**src/hdl/kalman_angle_bias_filter_unit_macros.svh**
```systemverilog
// Assertion macros used by the filter control module (kabf_ctrl).
`ifndef KALMAN_ANGLE_BIAS_FILTER_UNIT_MACROS_SVH
`define KALMAN_ANGLE_BIAS_FILTER_UNIT_MACROS_SVH
`ifndef SYNTHESIS
`define KABF_ASSERT(label, clk, rst_n, cond) \
    label: assert property (@(posedge clk) disable iff (!rst_n) (cond)) \
        else $error("kabf check failed");
`define KABF_ASSERT_NEXT(label, clk, rst_n, ante, cons) \
    label: assert property (@(posedge clk) disable iff (!rst_n) (ante) |=> (cons)) \
        else $error("kabf sequence check failed");
`else
`define KABF_ASSERT(label, clk, rst_n, cond)
`define KABF_ASSERT_NEXT(label, clk, rst_n, ante, cons)
`endif
`endif

```
**src/hdl/kabf_pkg.sv**
```systemverilog
package kabf_pkg;

    localparam int DATA_WIDTH = 32;
    localparam int FRAC_BITS  = 16;
    localparam int IO_WIDTH   = 32;
    localparam int TS_WIDTH   = 16;
    localparam int CFG_WIDTH  = 31;
    localparam int ADDR_WIDTH = 4;

    localparam logic [CFG_WIDTH-1:0] ANGLE_NOISE_RESET = 31'd66;
    localparam logic [CFG_WIDTH-1:0] BIAS_NOISE_RESET  = 31'd197;
    localparam logic [CFG_WIDTH-1:0] MEAS_NOISE_RESET  = 31'd1966;

    typedef enum logic [1:0] {
        REG_ANGLE_NOISE = 2'd0,
        REG_BIAS_NOISE  = 2'd1,
        REG_MEAS_NOISE  = 2'd2
    } reg_idx_t;

    // One arithmetic step of an update, in issue order.
    typedef enum logic [3:0] {
        OP_RATE,
        OP_M11,
        OP_P00,
        OP_P11,
        OP_K0,
        OP_K1,
        OP_ANGLE,
        OP_BIAS,
        OP_P10C,
        OP_P00C,
        OP_P11C,
        OP_P01C
    } op_t;

    typedef struct packed {
        logic load;
        logic clear;
        logic start;
        logic publish;
        op_t  op;
    } cmd_t;

    typedef struct packed {
        logic done;
    } status_t;

endpackage

```
**src/hdl/kabf_ctrl.sv**
```systemverilog
`include "kalman_angle_bias_filter_unit_macros.svh"

module kabf_ctrl (
    input  logic               clk,
    input  logic               rst_n,
    input  logic               in_valid,
    output logic               in_ready,
    input  logic               action,
    output logic               out_valid,
    input  logic               out_ready,
    output kabf_pkg::cmd_t     cmd,
    input  kabf_pkg::status_t  status
);

    typedef enum logic [1:0] {S_IDLE, S_ISSUE, S_WAIT, S_FIN} state_t;

    state_t          state_reg;
    kabf_pkg::op_t   op_reg;
    logic            out_valid_reg;
    logic            accept;
    logic            publish;

    function automatic kabf_pkg::op_t next_op(input kabf_pkg::op_t op);
        unique case (op)
            kabf_pkg::OP_RATE:  return kabf_pkg::OP_M11;
            kabf_pkg::OP_M11:   return kabf_pkg::OP_P00;
            kabf_pkg::OP_P00:   return kabf_pkg::OP_P11;
            kabf_pkg::OP_P11:   return kabf_pkg::OP_K0;
            kabf_pkg::OP_K0:    return kabf_pkg::OP_K1;
            kabf_pkg::OP_K1:    return kabf_pkg::OP_ANGLE;
            kabf_pkg::OP_ANGLE: return kabf_pkg::OP_BIAS;
            kabf_pkg::OP_BIAS:  return kabf_pkg::OP_P10C;
            kabf_pkg::OP_P10C:  return kabf_pkg::OP_P00C;
            kabf_pkg::OP_P00C:  return kabf_pkg::OP_P11C;
            kabf_pkg::OP_P11C:  return kabf_pkg::OP_P01C;
            default:            return kabf_pkg::OP_RATE;
        endcase
    endfunction

    assign in_ready = (state_reg == S_IDLE);
    assign accept   = in_valid && in_ready;
    assign publish  = (state_reg == S_FIN) && (!out_valid_reg || out_ready);

    assign cmd.load    = accept && !action;
    assign cmd.clear   = accept && action;
    assign cmd.start   = (state_reg == S_ISSUE);
    assign cmd.publish = publish;
    assign cmd.op      = op_reg;
    assign out_valid   = out_valid_reg;

    always_ff @(posedge clk or negedge rst_n)
    begin
        if (!rst_n)
        begin
            state_reg     <= S_IDLE;
            op_reg        <= kabf_pkg::OP_RATE;
            out_valid_reg <= 1'b0;
        end
        else
        begin
            // hold the result word until taken
            if (publish)
                out_valid_reg <= 1'b1;
            else if (out_ready)
                out_valid_reg <= 1'b0;

            unique case (state_reg)
                S_IDLE:
                begin
                    if (accept)
                    begin
                        op_reg    <= kabf_pkg::OP_RATE;
                        state_reg <= action ? S_FIN : S_ISSUE;
                    end
                end
                S_ISSUE: state_reg <= S_WAIT;
                S_WAIT:
                begin
                    if (status.done)
                    begin
                        if (op_reg == kabf_pkg::OP_P01C)
                        begin
                            state_reg <= S_FIN;
                        end
                        else
                        begin
                            op_reg    <= next_op(op_reg);
                            state_reg <= S_ISSUE;
                        end
                    end
                end
                S_FIN:
                begin
                    if (publish)
                        state_reg <= S_IDLE;
                end
                default: state_reg <= S_IDLE;
            endcase
        end
    end

    `KABF_ASSERT(a_done_only_waiting, clk, rst_n, !status.done || (state_reg == S_WAIT))
    `KABF_ASSERT_NEXT(a_publish_shows, clk, rst_n, publish, out_valid_reg)
    `KABF_ASSERT_NEXT(a_clear_skips_math, clk, rst_n, accept && action, state_reg == S_FIN)

endmodule

```
**config.mk**
```make
export PLATFORM = sky130hd
export DESIGN_NAME = kabf_ctrl
export DESIGN_NICKNAME = d
export VERILOG_FILES = /design/src/hdl/kabf_pkg.sv /design/src/hdl/kabf_ctrl.sv
export VERILOG_INCLUDE_DIRS = /design/src /design/src/hdl
export SDC_FILE = /design/constraint.sdc
export NUM_CORES = 1
export LEC_CHECK = 0
export BUFFER_PORTS_ARGS = -buffer_cell sky130_fd_sc_hd__buf_4
export CORE_UTILIZATION = 24
export DETAILED_ROUTE_END_ITERATION = 7
export PLACE_DENSITY = 0.55
export SETUP_SLACK_MARGIN = 0.02
export SYNTH_ARGS = -nofsm -noshare
export SYNTH_HDL_FRONTEND = slang
export SYNTH_SLANG_ARGS = --single-unit
export TNS_END_PERCENT = 20
```
**constraint.sdc**
```tcl
create_clock -name clk -period 2.7 [get_ports clk]
set_clock_uncertainty 0.05 [all_clocks]
set_input_delay 0.54 -clock clk [delete_from_list [all_inputs] [get_ports clk]]
set_output_delay 0.54 -clock clk [all_outputs]
set_load 0.01 [all_outputs]
```
; ---- Word-level counts from Yosys, hierarchy flattened
; Memory sizes are Yosys's and may differ from the RTL's.
; Index checks and enable logic that the tools add are counted.
[word_totals]
register_bits = 7
out_inout_bits = 10
rom_bits = 64
wordCells = 36
n_memories = 1
in_bits = 6
[op_classes]
reduce_logical = 12
n_eq_ne = 8
mux = 12
[memory_table]
columns = memory, depth, width, rd, rd_clocked_by_memory_dff, wr, line_no
row1 = (name not given), 16, 4, 1, 0, 0, kabf_ctrl.sv:24  ; unique case (op)
[op_table]
columns = operator, n
row1 = two-way mux 4 bit, 3
row2 = two-way mux 2 bit, 5
row3 = one-hot mux 2 bit (4 select lines), 1
row4 = one-hot mux 4 bit (2 select lines), 1
row5 = != test 2 bit (second input constant), 3
row6 = equality test 2 bit (second input constant), 2
row7 = equality test 4 bit (second input constant), 1
row8 = logical AND 1 bit, 4
row9 = AND reduction 4 bit, 1
row10 = nonzero test 2 bit, 2
row11 = AND reduction 3 bit, 1
row12 = equality test 2 x 1 -> 1 bit (second input constant), 1
row13 = logical NOT 1 bit, 2
row14 = logical NOT 2 bit, 1
row15 = two-way mux 1 bit, 2
row16 = != test 2 x 1 -> 1 bit (second input constant), 1
row17 = logical OR 1 bit, 1

; ---- Logic depth before layout (Yosys ltp)
; Gate-level depths: netlist (run 1).
[depth]
word_depth = 5
mapped_depth = 4
ltp_nobuf = 4

; ---- Worst setup path after synthesis (run 1)
; OpenSTA, ideal clock, no wires.
[synth_timing]
path_type = register to output
startpoint = reg state_reg[0]
endpoint = out cmd[7] (netlist name)
arrival_ps = 1038
path_stages_with_launch = 5
setup_slack_ps = 1072
n_path_buf = 1
path_cell_list = dfrtp_1 > clkbuf_1 > nor2_1 > nand2_1 > nor2_1
[synth_lines]
columns = element, line_no
row1 = start: declaration, kabf_ctrl.sv:17  ; state_t state_reg;
row2 = start signal: assignment, kabf_ctrl.sv:73  ; state_reg <= action ? S_FIN : S_ISSUE;
row3 = end: declaration, kabf_ctrl.sv:11  ; output kabf_pkg::cmd_t cmd,

==> metrics.yaml, run 1 <==
cp-start-kind: "flop"
fillers: 194
cts_hold_buf: 0
synth_edf_count: 0
grt_max_degree: 14
die_height_um: 45.5
worst_pin_slew_ps: 378
wl_um: 941
gp_congestion: 0.703
largest_register_ffs: 4
cts_root_buffer: "clkbuf_4"
met1Wirelength_um: 451
via_per_inst: 4.52
avgSynthCellArea_um2: 9.08
cts_max_path_buffers: 2
cts_resized: 0
wl_met3_um: 61
first_iter_violations: 2
slew_headroom_pct: 74.0
syn_to_final_growth_pct: 33.9
synthArstFlopShare_pct: 100
floorplan.initialDensity_pct: 26.0
topRoutingLayerUsed: "met3"
dieArea_um2: 2070
instances_no_fill: 91
yosysSeqAreaShare_pct: 38.6
port_buffers: 15
post_cts.repair.setup_buffers: 0
place_ws_ps: 1030
tns_ps: 0
clock-sinks: 7
maxCapViolCount: 0
worst-path-max-fanout: 13
rsz0062_at_grt: "false"
critPathKind: "reg2out"
hold_class: "in2async"
drive_gt1_share_pct: 30.3
fin_total_pwr_w: 0.000641
routedWlPerCell_um: 10.3
leakage_nw: 0.289
drv_slew: 0
crit_arrival_ps: 1270
diodes: 0
synth-seq-cells: 7
clk_pin_slew_ps: 50
setup_viol: 0
synth_warnings: 0
cts_buffers: 3
drtPass1Iterations: 2
finalCriticalPeriod_ps: 1860
ir_drop_uv: 416
drc: 0
worstSetupEndpointType: "output port"
fin_crit_sh_pct: 68.7
synth_cells: 50
insertion_delay_ps: 240
fin_ws_ps: 845
ys.flop_type: "dfrtp_1"
antenna_found_initial: 0
io_pins: 16
power_density_nw_per_um2: 1050
htree_levels: 1
yosysUniqueCellTypes: 27
cts_tree: "yes"
r2r_slack_ps: 1140
synth_area_um2: 454
die_w_um: 45.5
fp.coreArea_um2: 1750
antenna_left: 0
layout_common_cells: "15 x buf_4, 7 x dfrtp_1, 6 x nand2_1, 5 x a21oi_1"
track_usage_pct: 10.1
critPathRequiredTime_ps: 2110
grt_pass1_vias: 352
mostFrequentLayoutCell: "buf_4"
num_vias: 411
wl_met2_um: 428
nets: 75
grt_overflow: 0
clock.fmax_mhz: 539
rows: 15
grt_pass1_wl_mm: 1.48
timing_hold_violations_final: 0
dp.cells: 87
status: "finished, final reports clean"
synth_nets: 58
## routing by layer
metal | global-route usage (%) | vias to the layer above
met3 | 1.98 | 0
met5 | 0 | -
li1 | - | 215
met2 | 14.0 | 10
met4 | 7.27 | 0
met1 | 13.7 | 186
## area by class of cell
cell class / instances / area (um^2) / share of cell area (%)
multi-input cells: 40 / 263 / 43.2
flip-flops and latches: 7 / 175 / 28.8
repair buffers: 15 / 113 / 18.5
well taps: 25 / 31.3 / 5.14
clock buffers: 4 / 26.3 / 4.32
## report_power, final
| part | switching, W | leakage [nW] | total, W | internal, W |
|---|---|---|---|---|
| Combinational | 0.000134 | 0.186 | 0.000303 | 0.000169 |
| Sequential | 0.0000953 | 0.0875 | 0.000249 | 0.000154 |
| Clock | 0.0000330 | 0.0150 | 0.0000890 | 0.0000560 |
## cells by family after synthesis
kind of cell | count (synthesis) | share of synthesized area (%)
and+or+nand+nor | 22 | 29.2
AOI/OAI and AO/OA | 15 | 20.9
DFF | 7 | 38.6
buffers and inverters | 3 | 3.58
adders and majority gates | 2 | 5.51
muxes | 1 | 2.20
## worst max-delay path, cell delays in order (launching register included)
cell and delay (ps):
dfrtp_1 580, nand2_1 150, nor2b_1 160, buf_4 140
## path summary, 6_finish.rpt
kind | startpoint | endpoint | cells past startpoint
hold / removal | rst_n | out_valid$_DFFE_PN0P_ | 1
max in group asynchronous | rst_n | state_reg[0]$_DFFE_PN0P_ | 1
setup reg to reg | state_reg[1]$_DFFE_PN0P_ | op_reg[3]$_DFFE_PN0P_ | 3
min in group clk | out_valid$_DFFE_PN0P_ | out_valid$_DFFE_PN0P_ | 2
setup / recovery | state_reg[1]$_DFFE_PN0P_ | cmd[4] | 3
hold reg to reg | out_valid$_DFFE_PN0P_ | out_valid$_DFFE_PN0P_ | 2
## cells in the mapped netlist, types with 2 or more instances
library cell  instances  area share [%]
o21ai_0               3             3.3
nor2_1                2             1.7
ha_1                  2             5.5
dfrtp_1               7              39
a21oi_1               5             5.5
nand2_1               6             5.0
nor2b_1               3             4.1
nand2b_1              3             4.1
## through the flow
stage	hold WS [ps]	utilization (%)	cell area, um^2
3_3_place_gp	302	33.3	582
5_1_grt	40.5	34.8	608
4_1_cts	38.7	34.8	608
6_report	47.9	34.8	608
3_5_place_dp	303	33.3	582
2_1_floorplan	194	-	454
(Power assumes the default switching activity.)
==> inputs of run 2 (changes only) <==
- clock period: 2.7 -> 1.8 ns (I/O delays scaled with it)
==> run 2 against run 1 <==
  * Largest power group unchanged
  * Cell count is 2.2% higher
  * Core utilization is 1.0 points higher
  * Critical path depth stayed put
  * Sequential power is 49% higher
  * Global-route usage is 0.32 points higher
  * Die area stayed put
  * Setup slack worse by 690 ps
  * Sequential share of layout area is 0.81 points lower
  * Hold slack better by 320 ps
==> metrics.yaml, run 2 (synthesis gave the netlist of run 1 again) <==
critPathRequiredTime_ps: 1390
worst_pin_slew_ps: 327
path_delay_family: "flip-flops"
hold_class: "in2reg"
ir_drop_uv: 447
die_height_um: 45.5
cts_max_path_buffers: 2
track_usage_pct: 10.4
cts_tree: "yes"
rows: 15
drive_gt1_share_pct: 30.9
maxCapViolCount: 0
clock.fmax_mhz: 608
critPathLaunch: "state_reg[1]$_DFFE_PN0P_"
rsz0062_at_grt: "false"
cts_root_buffer: "clkbuf_4"
nets: 77
port_buffers: 15
insertion_delay_ps: 240
post_cts.repair.setup_buffers: 0
register_area_um2: 175
dpl.hpwl_um: 737
status: "finished, final reports clean"
worstSetupEndpointType: "output port"
cts_hold_buf: 1
cp_slowest_cell: "dfrtp_1"
fin_crit_sh_pct: 91.3
crit_arrival_ps: 1230
power_density_nw_per_um2: 1550
timing.rr.start: "op_reg[1]$_DFFE_PN0P_"
routedWlPerCell_um: 10.3
crit_buf_inv: 1
drc: 0
clk_pin_slew_ps: 50
setup_viol: 0
slew_headroom_pct: 77.5
fp.coreArea_um2: 1750
holdCritStartpoint: "out_ready"
worst-path-max-fanout: 13
fillers: 185
dp.cells: 88
gp_congestion: 0.700
critPathKind: "reg2out"
wl_um: 961
holdWs_ps: 369
clock-sinks: 7
cp-start-kind: "flop"
io_pins: 16
multiInputGateArea_um2: 263
drtPass1Iterations: 4
antenna_found_initial: 0
timing_hold_violations_final: 0
leakage_nw: 0.298
grt_overflow: 0
antenna_left: 0
dieArea_um2: 2070
first_iter_violations: 9
grt_max_degree: 14
finalCriticalPeriod_ps: 1640
largest_register_ffs: 4
tns_ps: 0
die_w_um: 45.5
floorplan.initialDensity_pct: 26.0
layout_common_cells: "16 x buf_4, 7 x dfrtp_1, 6 x nand2_1, 5 x a21oi_1"
mostFrequentLayoutCell: "buf_4"
path_cells: "nor2_1 -> and3_1 -> buf_4"
grt_pass1_vias: 342
htree_levels: 1
final_core_util_pct: 35.8
instances_no_fill: 93
cpPeakStageDelay_ps: 500
grt_pass1_wl_mm: 1.47
diodes: 0
post-route-cell-area_um2: 626
via_per_inst: 4.60
cts_resized: 0
cts_buffers: 3
postPlaceCellArea_um2: 589
syn_to_final_growth_pct: 37.7
num_vias: 428
drv_slew: 0
==> run 2: cell count changes in the layout (fill, tap and decap cells not counted), sizes merged <==
| cell | before | now |
|---|---|---|
| buf | 15 | 16 |
| dlygate4sd3 | 0 | 1 |
==> run 2: worst register-to-register path: cells and delay by family, from the launching register on <==
kind	cells	cell delay [ps]
AO/OA/AOI/OAI	2	450
AND/OR/NAND/NOR	1	260
flip-flops	1	430
adder cells (fa/ha/maj)	1	260
==> run 2: cell type report <==
class / count / share of cell area (%)
clock buffer: 4 / 4.20
multi-input combinational: 40 / 42.0
sequential: 7 / 28.0
tap: 25 / 5.00
timing repair buffer: 17 / 20.8
==> run 2: routing by layer <==
metal | part of all wire, % | vias to the layer above | GRT usage [%]
met3 | 5.0 | 2 | 2.38
met4 | 1.4 | 0 | 9.09
li1 | - | 220 | -
met1 | 50 | 196 | 12.9
met2 | 44 | 10 | 14.9
met5 | 0 | - | 0
==> run 2: power by group <==
group / internal [W] / total [W] / switching [W]
registers: 0.000231 / 0.000372 / 0.000141
clock network: 0.0000840 / 0.000133 / 0.0000491
logic: 0.000261 / 0.000465 / 0.000203
total: 0.000576 / 0.000970 / 0.000394
==> run 2: per-stage QoR <==
step	setup WS (ps)	power, W
floorplan	300	0.000643
global placement	245	0.000840
detailed placement	266	0.000838
CTS	128	0.000981
global route	29.0	0.00106
finish	156	0.000970
==> run 2: path summary, 6_finish.rpt <==
check	to	slack, ps	depth (start not counted)
worst min-delay path	out_valid$_DFFE_PN0P_	370	3
worst max register to register	op_reg[1]$_DFFE_PN0P_	250	4
worst max-delay path	cmd[6]	160	3
max in group asynchronous	op_reg[0]$_DFFE_PN0P_	1170	2
worst min register to register	out_valid$_DFFE_PN0P_	480	2
min in group asynchronous	out_valid$_DFFE_PN0P_	410	2
==> inputs of run 3 (changes only) <==
- BUFFER_PORTS_ARGS: -buffer_cell sky130_fd_sc_hd__buf_4 -> -buffer_cell sky130_fd_sc_hd__buf_2
==> run 3 against run 2 <==
  * Non-clock buffer count is the same
  * Cell area shrank 5.8%
  * Clock-buffer cell count is the same
  * Core utilization shrank 2.1 points
  * Power shrank 4.4%
  * Die area is the same
  * Critical endpoint unchanged
  * Largest power group unchanged
==> metrics.yaml, run 3 (synthesis gave the netlist of run 1 again) <==
finalCriticalPeriod_ps: 1650
maxCapViolCount: 0
hold_class: "in2reg"
setup_viol: 0
crit_arrival_ps: 1240
grt_pass1_vias: 369
die_height_um: 45.5
ir_drop_uv: 545
wl_mm: 1.07
antenna_left: 0
r2r_slack_ps: 250
dieArea_um2: 2070
dp.cells: 88
cp-start-kind: "flop"
clock.fmax_mhz: 608
critPathRequiredTime_ps: 1390
drc: 0
power_density_nw_per_um2: 1570
post-route-cell-area_um2: 589
cts_root_buffer: "clkbuf_4"
track_usage_pct: 11.0
worstSetupEndpointType: "output port"
clk_pin_slew_ps: 50
timing.rr.start: "op_reg[1]$_DFFE_PN0P_"
drv_slew: 0
num_vias: 421
clock-sinks: 7
holdCritStartpoint: "out_ready"
largest_register_ffs: 4
postPlaceCellArea_um2: 552
rsz0062_at_grt: "false"
cts_tree: "yes"
io_pins: 16
insertion_delay_ps: 240
grt_busiest_layer: "met2"
critPathKind: "reg2out"
drtPass1Iterations: 4
leakage_nw: 0.290
worst-path-max-fanout: 12
fin_crit_sh_pct: 91.4
timing_hold_violations_final: 0
timing.rr.end: "op_reg[3]$_DFFE_PN0P_"
fillers: 197
die_w_um: 45.5
gr-usage-met3_pct: 2.38
first_iter_violations: 4
nets: 77
mostFrequentLayoutCell: "buf_2"
met1_usage_pct: 13.6
hold_depth: 3
htree_levels: 1
syn_to_final_growth_pct: 29.8
grt_pass1_wl_mm: 1.55
grt_overflow: 0
grt_max_degree: 14
cts_max_path_buffers: 2
whs_endpoint: "out_valid$_DFFE_PN0P_"
via_per_inst: 4.53
gp_congestion: 0.702
instances_no_fill: 93
layout_common_cells: "15 x buf_2, 6 x nand2_1, 6 x dfrtp_1, 5 x a21oi_1"
use_met2_pct: 16.3
rr_worst_depth: 4
port_buffers: 15
tns_ps: 0
slew_headroom_pct: 79.6
fp.coreArea_um2: 1750
diodes: 0
rows: 15
routedWlPerCell_um: 11.5
antenna_found_initial: 0
drive_gt1_share_pct: 32.4
status: "finished, final reports clean"
floorplan.initialDensity_pct: 26.0
worst_pin_slew_ps: 297
cts_buffers: 3
## run 3: cell counts in the layout (fill, tap and decap cells not counted)
Identical to the previous run, type by type.
## run 3: layout make-up
class,count,area (um^2),area share (%)
clock buffers,4,26.3,4.46
multi-input cells,40,263,44.6
flip-flops and latches,7,176,29.9
well taps,25,31.3,5.31
repair buffers,17,92.6,15.7
## run 3: per-stage QoR
| step | setup WS, ps | hold WS [ps] | total power, W | utilization (%) |
|---|---|---|---|---|
| detailed placement | 248 | 154 | 0.000795 | 31.6 |
| CTS | 121 | 352 | 0.000940 | 33.7 |
| global route | 51.6 | 389 | 0.00101 | 33.8 |
| finish | 154 | 355 | 0.000927 | 33.8 |
| global placement | 254 | 154 | 0.000786 | 31.6 |
| floorplan | 300 | 14.4 | 0.000643 | - |
## run 3: worst max-delay path by stage
| stage | end | cells past startpoint | from |
|---|---|---|---|
| CTS | cmd[4] | 3 | state_reg[1]$_DFFE_PN0P_ |
| finish | cmd[6] | 3 | state_reg[0]$_DFFE_PN0P_ |
| detailed placement | op_reg[3]$_DFFE_PN0P_ | 4 | op_reg[1]$_DFFE_PN0P_ |
| global route | cmd[4] | 3 | state_reg[0]$_DFFE_PN0P_ |
| global placement | op_reg[1]$_DFFE_PN0P_ | 4 | op_reg[0]$_DFFE_PN0P_ |
| floorplan | op_reg[1]$_DFFE_PN0P_ | 4 | op_reg[0]$_DFFE_PN0P_ |
## run 3: where the power goes
| group | internal (W) | switching, W | total [W] |
|---|---|---|---|
| Sequential | 0.000233 | 0.000139 | 0.000372 |
| Clock | 0.0000843 | 0.0000537 | 0.000138 |
| Combinational | 0.000214 | 0.000203 | 0.000417 |
| Total | 0.000531 | 0.000395 | 0.000927 |
## run 3: worst max-delay path, stage by stage (launching register included)
cell	delay (ps)
dfrtp_1	490
nor2_1	210
and3_1	170
buf_2	120
## run 3: metal layers
metal | share of wire [%] | vias to the layer above
met2 | 46 | 10
met3 | 5.4 | 2
li1 | - | 219
met1 | 47 | 190
met4 | 1.2 | 0
met5 | 0 | -
## run 3: timing repair
item	in CTS	in global routing
setup buffers	0	0
setup endpoints to repair	0	1
gates resized for setup	0	1
hold endpoints to repair	7	0
hold buffers	1	0
